<file path="src/gccc_pkg.sv">
// Shared types, constants and functions for the grid coast cell counter.
`default_nettype none

package gccc_pkg;

    localparam int CFG_W   = 11;
    localparam int CHAR_W  = 8;
    localparam int COUNT_W = 21;

    localparam int MAX_WIDTH_DEF  = 1024;
    localparam int MAX_HEIGHT_DEF = 1024;

    localparam logic [CFG_W-1:0] MAP_WIDTH_RST  = 11'd1024;
    localparam logic [CFG_W-1:0] MAP_HEIGHT_RST = 11'd1024;

    localparam logic [CHAR_W-1:0] CHAR_LAND  = 8'd35;
    localparam logic [CHAR_W-1:0] CHAR_WATER = 8'd46;

    localparam logic [COUNT_W-1:0] COUNT_MAX = {COUNT_W{1'b1}};

    typedef enum logic [0:0] {
        REG_MAP_WIDTH  = 1'b0,
        REG_MAP_HEIGHT = 1'b1
    } reg_index_t;

    typedef enum logic [1:0] {
        CLS_NEITHER = 2'd0,
        CLS_LAND    = 2'd1,
        CLS_WATER   = 2'd2
    } cls_t;

    function automatic cls_t classify(input logic [CHAR_W-1:0] ch);
        cls_t c;
        if (ch == CHAR_LAND)
        begin
            c = CLS_LAND;
        end
        else if (ch == CHAR_WATER)
        begin
            c = CLS_WATER;
        end
        else
        begin
            c = CLS_NEITHER;
        end
        return c;
    endfunction

endpackage

`default_nettype wire

</file>
<file path="src/gccc_if.sv">
// Valid/ready stream interfaces for map cells and coast counts.
`default_nettype none

interface gccc_cell_if
    import gccc_pkg::*;
    ();
    logic              valid;
    logic              ready;
    logic [CHAR_W-1:0] cell_char;

    modport source (output valid, output cell_char, input ready);
    modport sink   (input valid, input cell_char, output ready);
endinterface

interface gccc_count_if
    import gccc_pkg::*;
    ();
    logic               valid;
    logic               ready;
    logic [COUNT_W-1:0] coast_count;

    modport source (output valid, output coast_count, input ready);
    modport sink   (input valid, input coast_count, output ready);
endinterface

`default_nettype wire

</file>
<file path="src/grid_coast_cell_counter_top.sv">
// Grid coast cell counter: counts land cells that touch water or the map border.
//
// Map cells arrive in raster order on cell_in, one character per transfer.
// A land cell counts as coast when one of its four neighbours is water or
// lies outside the map. map_width and map_height are set through the write
// port (cfg_we, cfg_index, cfg_data); zero acts as one, oversize as the
// maximum. On the transfer of the final cell of a map the total is registered
// onto count_out, and the count and position restart.
// A new cell can be taken every cycle. A cell of the last row is decided on
// arrival; any other is decided one transfer after the cell below it arrives,
// or with that cell at the end of a row. The line buffers are read into
// registers at the column of the next transfer, so they never stall the stream.
// If count_out is stalled, cell_in stays ready except at the final cell of
// a map, which waits until the previous total has been taken.
// Reset clears the position, the count, the output valid and the size
// registers (both 1024); line buffer contents are undefined until written.
`default_nettype none

module grid_coast_cell_counter_top
    import gccc_pkg::*;
#(
    parameter int MAX_WIDTH  = MAX_WIDTH_DEF,
    parameter int MAX_HEIGHT = MAX_HEIGHT_DEF
)
(
    input  wire logic             clk,
    input  wire logic             rst_n,
    input  wire logic             cfg_we,
    input  wire logic [0:0]       cfg_index,
    input  wire logic [CFG_W-1:0] cfg_data,
    gccc_cell_if.sink             cell_in,
    gccc_count_if.source          count_out
);

    localparam int COL_W = $clog2(MAX_WIDTH);
    localparam int ROW_W = $clog2(MAX_HEIGHT);
    localparam int LWC   = (CFG_W > COL_W + 1) ? CFG_W : COL_W + 1;
    localparam int LWR   = (CFG_W > ROW_W + 1) ? CFG_W : ROW_W + 1;

    logic [CFG_W-1:0]   map_width_reg;
    logic [CFG_W-1:0]   map_height_reg;
    logic [COL_W-1:0]   col_reg;
    logic [COL_W-1:0]   col_next;
    logic [ROW_W-1:0]   row_reg;
    logic [COUNT_W-1:0] count_reg;
    cls_t               left_reg;
    logic               pend_reg;
    logic               pend_coast_reg;
    cls_t               mid_rd_reg;
    cls_t               up_rd_reg;
    logic               out_valid_reg;
    logic [COUNT_W-1:0] out_count_reg;

    cls_t mid_mem [MAX_WIDTH];
    cls_t up_mem  [MAX_WIDTH];

    logic [LWC-1:0]   wm1;
    logic [LWR-1:0]   hm1;
    logic [COL_W-1:0] last_col;
    logic [ROW_W-1:0] last_row_idx;
    logic             row_end;
    logic             last_row;
    logic             map_end;
    logic             accept;
    logic             in_ready;
    cls_t             cur;
    logic             row_nonzero;
    logic             hit_pend;
    logic             hit_above;
    logic             hit_bottom;
    logic [1:0]       inc;
    logic [COUNT_W:0] sum;
    logic [COUNT_W-1:0] sat_count;

    assign wm1 = LWC'(map_width_reg) - LWC'(1);
    assign hm1 = LWR'(map_height_reg) - LWR'(1);

    always_comb
    begin
        if (map_width_reg == '0)
        begin
            last_col = '0;
        end
        else if (LWC'(map_width_reg) > LWC'(MAX_WIDTH))
        begin
            last_col = COL_W'(MAX_WIDTH - 1);
        end
        else
        begin
            last_col = wm1[COL_W-1:0];
        end

        if (map_height_reg == '0)
        begin
            last_row_idx = '0;
        end
        else if (LWR'(map_height_reg) > LWR'(MAX_HEIGHT))
        begin
            last_row_idx = ROW_W'(MAX_HEIGHT - 1);
        end
        else
        begin
            last_row_idx = hm1[ROW_W-1:0];
        end
    end

    assign row_end  = (col_reg >= last_col);
    assign last_row = (row_reg >= last_row_idx);
    assign map_end  = row_end && last_row;

    assign in_ready      = !map_end || !out_valid_reg || count_out.ready;
    assign cell_in.ready = in_ready;
    assign accept        = cell_in.valid && in_ready;

    assign cur         = classify(cell_in.cell_char);
    assign row_nonzero = (row_reg != '0);

    // The pending cell is the one above the previous transfer; its right
    // neighbour is the old middle-row class at the current column.
    assign hit_pend   = pend_reg && (pend_coast_reg || (mid_rd_reg == CLS_WATER));
    assign hit_above  = row_nonzero && row_end && (mid_rd_reg == CLS_LAND);
    assign hit_bottom = last_row && (cur == CLS_LAND);

    assign inc = 2'({1'b0, hit_pend}) + 2'({1'b0, hit_above}) + 2'({1'b0, hit_bottom});
    assign sum = {1'b0, count_reg} + (COUNT_W + 1)'(inc);
    assign sat_count = sum[COUNT_W] ? COUNT_MAX : sum[COUNT_W-1:0];

    always_comb
    begin
        if (accept)
        begin
            col_next = row_end ? '0 : col_reg + COL_W'(1);
        end
        else
        begin
            col_next = col_reg;
        end
    end

    always_ff @(posedge clk)
    begin
        if (accept)
        begin
            mid_mem[col_reg] <= cur;
            up_mem[col_reg]  <= mid_rd_reg;
        end
        if (accept && (col_reg == col_next))
        begin
            mid_rd_reg <= cur;
            up_rd_reg  <= mid_rd_reg;
        end
        else
        begin
            mid_rd_reg <= mid_mem[col_next];
            up_rd_reg  <= up_mem[col_next];
        end
    end

    always_ff @(posedge clk or negedge rst_n)
    begin
        if (!rst_n)
        begin
            map_width_reg  <= MAP_WIDTH_RST;
            map_height_reg <= MAP_HEIGHT_RST;
        end
        else if (cfg_we)
        begin
            unique case (reg_index_t'(cfg_index))
                REG_MAP_WIDTH:  map_width_reg  <= cfg_data;
                REG_MAP_HEIGHT: map_height_reg <= cfg_data;
                default:        ;
            endcase
        end
    end

    always_ff @(posedge clk or negedge rst_n)
    begin
        if (!rst_n)
        begin
            col_reg        <= '0;
            row_reg        <= '0;
            count_reg      <= '0;
            left_reg       <= CLS_NEITHER;
            pend_reg       <= 1'b0;
            pend_coast_reg <= 1'b0;
            out_valid_reg  <= 1'b0;
        end
        else
        begin
            if (out_valid_reg && count_out.ready)
            begin
                out_valid_reg <= 1'b0;
            end
            if (accept)
            begin
                col_reg        <= col_next;
                pend_reg       <= row_nonzero && !row_end && (mid_rd_reg == CLS_LAND);
                pend_coast_reg <= (row_reg == ROW_W'(1)) || (up_rd_reg == CLS_WATER)
                                  || (cur == CLS_WATER) || (col_reg == '0)
                                  || (left_reg == CLS_WATER);
                left_reg       <= row_end ? CLS_NEITHER : mid_rd_reg;
                if (map_end)
                begin
                    row_reg       <= '0;
                    count_reg     <= '0;
                    out_valid_reg <= 1'b1;
                end
                else
                begin
                    count_reg <= sat_count;
                    if (row_end)
                    begin
                        row_reg <= row_reg + ROW_W'(1);
                    end
                end
            end
        end
    end

    always_ff @(posedge clk)
    begin
        if (accept && map_end)
        begin
            out_count_reg <= sat_count;
        end
    end

    assign count_out.valid       = out_valid_reg;
    assign count_out.coast_count = out_count_reg;

endmodule

`default_nettype wire
</file>
<file path="src/flat_wrapper.sv">
// flat-port wrapper written by rule: the top's interface ports become plain ports
module grid_coast_cell_counter_top_flat import gccc_pkg::*;
#(
    parameter int MAX_WIDTH  = MAX_WIDTH_DEF,
    parameter int MAX_HEIGHT = MAX_HEIGHT_DEF
)
  (clk, rst_n, cfg_we, cfg_index, cfg_data, cell_in_valid, cell_in_cell_char, cell_in_ready, count_out_valid, count_out_coast_count, count_out_ready);
  gccc_cell_if cell_in_i ();
  gccc_count_if count_out_i ();
  input  wire logic clk;
  input  wire logic rst_n;
  input  wire logic cfg_we;
  input  wire logic [0:0] cfg_index;
  input  wire logic [CFG_W-1:0] cfg_data;
  input wire logic [$bits(cell_in_i.valid)-1:0] cell_in_valid;
  input wire logic [$bits(cell_in_i.cell_char)-1:0] cell_in_cell_char;
  output wire logic [$bits(cell_in_i.ready)-1:0] cell_in_ready;
  output wire logic [$bits(count_out_i.valid)-1:0] count_out_valid;
  output wire logic [$bits(count_out_i.coast_count)-1:0] count_out_coast_count;
  input wire logic [$bits(count_out_i.ready)-1:0] count_out_ready;
  assign cell_in_i.valid = cell_in_valid;
  assign cell_in_i.cell_char = cell_in_cell_char;
  assign cell_in_ready = cell_in_i.ready;
  assign count_out_valid = count_out_i.valid;
  assign count_out_coast_count = count_out_i.coast_count;
  assign count_out_i.ready = count_out_ready;
  grid_coast_cell_counter_top #(.MAX_WIDTH(MAX_WIDTH), .MAX_HEIGHT(MAX_HEIGHT)) u_core (.clk(clk), .rst_n(rst_n), .cfg_we(cfg_we), .cfg_index(cfg_index), .cfg_data(cfg_data), .cell_in(cell_in_i), .count_out(count_out_i));
endmodule
</file>
<file path="config.mk">
export PLATFORM = sky130hd
export DESIGN_NAME = grid_coast_cell_counter_top_flat
export DESIGN_NICKNAME = d
export VERILOG_FILES = /design/src/gccc_pkg.sv /design/src/gccc_if.sv /design/src/grid_coast_cell_counter_top.sv /design/src/flat_wrapper.sv
export SDC_FILE = /design/constraint.sdc
export NUM_CORES = 2
export LEC_CHECK = 0
export BUFFER_PORTS_ARGS = -buffer_cell sky130_fd_sc_hd__buf_2
export CAP_MARGIN = 10
export CELL_PAD_IN_SITES_DETAIL_PLACEMENT = 0
export CELL_PAD_IN_SITES_GLOBAL_PLACEMENT = 1
export CORE_ASPECT_RATIO = 0.75
export CORE_MARGIN = 3
export CORE_UTILIZATION = 31
export CTS_BUF_LIST = sky130_fd_sc_hd__clkbuf_16
export DETAILED_ROUTE_END_ITERATION = 12
export PLACE_DENSITY_LB_ADDON = 0.1
export SLEW_MARGIN = 5
export SYNTH_ARGS = -nofsm -noshare
export SYNTH_HDL_FRONTEND = slang
export SYNTH_SLANG_ARGS = --single-unit
</file>
<file path="constraint.sdc">
create_clock -name clk -period 28.1 [get_ports clk]
set_clock_uncertainty 0.1 [all_clocks]
set_input_delay 1.405 -clock clk [delete_from_list [all_inputs] [get_ports clk]]
set_output_delay 1.405 -clock clk [all_outputs]
set_load 0.02 [all_outputs]
</file>
==> results.txt <==
----------------------------------------------------
[Final layout]
  Largest registers ... u_core.mid_mem: 2048 flops, u_core.up_mem: 2048 flops
  Fraction of final layout cells sized beyond drive strength 1 ... 18.3%
  Synth-to-Final Area Change ... 14.5%
  Top library cells by usage in the layout, fill and taps aside ... edfxtp_1 (4,117), nor2_1 (1,489), mux4_2 (632), clkbuf_16 (443), inv_1 (378)
  Total Nets Final ... 9,694
  Final standard cell utilization of the core ... 35.7%
  Most common cell after layout, fill and taps aside ... edfxtp_1

[Yosys]
  Count of cell types in the netlist ... 94
  Most instantiated flip-flop cell in the synthesis netlist ... edfxtp_1
  Post-synth net total ... 9,449
  Cell Area, Synth ... 165,000 µm²
  Yosys reg bits ... 4,195
  Warnings, synthesis ... 0
  Proportion of synthesized flip-flops having asynchronous set or reset ... 1.62%
  Sequential fraction of the synthesis area ... 76.0%
  Mean post-synth cell area ... 17.6 µm²
  Post-synthesis instance total ... 9,391
  Post-synth EDFFs ... 4,117

[Status]
  Status ... completed

[Power and ir drop]
  IR drop worst, VDD ... 205 µV
  LEAKAGE ... 0.0600 µW
  Post-layout power ... 21,500 µW
  Pwr per Cell Area ... 114 nW/µm²

[Critical path]
  CP top delay family ... simple AND/OR/NAND/NOR gates
  Arrival time reported for the critical path endpoint ... 12.02 ns
  Critical path startpoint category ... register
  Crit path top cell by count ... buf_4
  Highest fanout seen on the critical path ... 83
  Endpoint kind of the worst setup timing path ... register
  Slowest library cell on the worst path ... a2111oi_0
  WS Path Type ... register to register
  Buffer and inverter count on the worst path ... 6
  Worst path max stage delay ... 0.98 ns
  Required arrival time at the worst endpoint ... 28.96 ns
  CP cell instances ... buf_4 > buf_4 > buf_4 > buf_4 > mux4_2 > and2_1 > a2111oi_0 > nor4_1 > a221oi_1 > buf_4 > buf_4 > a221o_1 > o2111a_1 > nand2_8 > nor3_1 > fa_1 > ha_1 > a21oi_1 > nor3_1 > and4_1 > nand2_1 > or3_1 > o21ai_0 > a22o_1

[Drt]
  DRC violations left ... 0
  Number of nets with antenna violations after routing ... 0
  Average wire length per cell after detail routing ... 35.3 µm
  Average via count per standard cell ... 5.37
  Violation count after the first detailed-routing iteration ... 11,800
  Wire length after detailed routing ... 605,000 µm
  TritonRoute pass-1 iters ... 6
  Total number of vias ... 92,100

[Clocking]
  CTS Buffer Depth ... 4
  CTS tree ... built
  H-tree depth ... 5
  Clock network latency to the later pin of the worst-skew pair ... 1.05 ns
  Buffer count from post-CTS setup fixing ... 0
  Post-CTS Resized ... 0
  Number of hold-repair buffers added at the cts stage ... 0
  Clk slew on worst S/H paths ... 0.06 ns
  Root cell of the clock tree ... clkbuf_16
  Num Clock Sinks ... 4,195
  CTS Buf Count ... 436

[Global route]
  Gr ovfl total ... 0
  Largest net degree at the start of global routing ... 199
  Vias in the first global route ... 90,200
  Antenna violations before repair ... 114
  Wire length of the first global-routing pass ... 812,000 µm
  GRT Total Usage ... 21.8%

[STA]
  RSZ-0062 raised after global routing ... false
  Ratio of final minimum period to clock period ... 39.7%
  Setup tns final ... 0 ns
  Min Hold Slack ... 0.145 ns
  Worst Max-Slew Pin Slew ... 1.38 ns
  Final slew viol count ... 0
  Final hold viol count ... 0
  Final setup violation count ... 0
  Post-layout worst setup margin ... 16.95 ns
  Min cycle time layout ... 11.15 ns
  Max-slew headroom ... 7.43%
  Fmax ... 0.0897 GHz

[Placed design]
  Pre-CTS setup slack ... 16.88 ns
  Detailed Place HPWL ... 383,000 µm
  Port Buffers ... 47
  Placer congestion estimate ... 0.814

[Worst hold path]
  Worst Hold Class ... primary input to asynchronous set/reset pin

[Floorplan]
  Die Width ... 849 µm
  Site row count ... 231
  Area inside the core boundary ... 529,000 µm²
  Number of top-level pins ... 48
  Starting density of the core ... 31.2%
  Die Footprint ... 542,000 µm²
  Die height ... 638 µm

[Flow run]
  Total of max-cap violations ... 0

----------------------------------------------------
-- per-layer routing --
| metal | GRT usage [%] | wire length (µm) | up-vias |
|---|---|---|---|
| met2 | 31.4 | 256000 | 4006 |
| li1 | - | - | 37600 |
| met4 | 4.71 | 13700 | 24 |
| met1 | 32.8 | 278000 | 49800 |
| met5 | 0 | 156 | - |
| met3 | 5.75 | 57000 | 701 |
-- per-stage QoR --
stage	std cells	area [µm²]
CTS	17100	189000
global placement	16300	174000
detailed placement	16300	175000
floorplan	9391	165000
global route	17100	189000
finish	17100	189000
-- where the power goes --
part | switching [µW] | internal (µW) | total, µW
Sequential | 129 | 8590 | 8720
Clock | 2550 | 3350 | 5900
Combinational | 5320 | 1510 | 6840
-- synthesized netlist by cell type, drive strengths merged, types with 17 or more instances --
cell | number | area share (%)
edfxtp | 4117 | 75
nor2 | 1520 | 3.5
mux4 | 633 | 8.6
nand2 | 333 | 0.76
clkbuf | 297 | 0.68
inv | 295 | 0.67
buf | 294 | 1.2
a32oi | 260 | 1.4
mux2i | 189 | 1.1
nor2b | 161 | 0.61
a221oi | 133 | 0.71
a21oi | 128 | 0.39
a22oi | 91 | 0.41
o21ai | 69 | 0.21
dfrtp | 66 | 1.0
nand3 | 58 | 0.18
o22ai | 58 | 0.22
a211oi | 57 | 0.27
mux2 | 53 | 0.36
nor3 | 48 | 0.15
o211ai | 45 | 0.20
a22o | 44 | 0.23
nand2b | 34 | 0.13
ha | 31 | 0.23
a31oi | 27 | 0.10
nor4 | 25 | 0.11
and2 | 22 | 0.083
a2111oi | 20 | 0.11
nand4 | 20 | 0.076
o221ai | 20 | 0.11
xor2 | 17 | 0.090
-- kinds of logic after synthesis --
logic type / after synthesis / synth area share [%]
adder cells (fa/ha/maj): 35 / 0.271
multiplexers: 875 / 10.1
buffers and inverters: 886 / 2.54
XOR/XNOR: 24 / 0.127
flip-flops: 4195 / 76.0
AND/OR/NAND/NOR: 2297 / 5.88
AO/OA/AOI/OAI: 1079 / 5.02
-- layout make-up --
class | instances | area [µm²]
multi-input cells | 4310 | 35800
fillers | 49500 | 340000
diodes | 38 | 95.1
clock inverters | 360 | 3280
inverters | 295 | 1130
well taps | 7106 | 8890
flip-flops and latches | 4195 | 126000
clock buffers | 443 | 11100
repair buffers | 398 | 3140
-- final timing paths --
kind | endpoint | slack (ns) | cells after the start
setup / recovery | u_core.count_reg[5]$_DFFE_PN0P_ | 16.95 | 24
hold / removal | u_core.count_reg[10]$_DFFE_PN0P_ | 0.14 | 1
setup reg to reg | u_core.count_reg[5]$_DFFE_PN0P_ | 16.95 | 24
hold reg to reg | u_core.left_reg[1]$_DFFE_PN0P_ | 0.41 | 1
max in group asynchronous | u_core.col_reg[9]$_DFFE_PN0P_ | 26.69 | 2
min in group clk | u_core.left_reg[1]$_DFFE_PN0P_ | 0.41 | 1
Power figures use the tool's default switching activity.
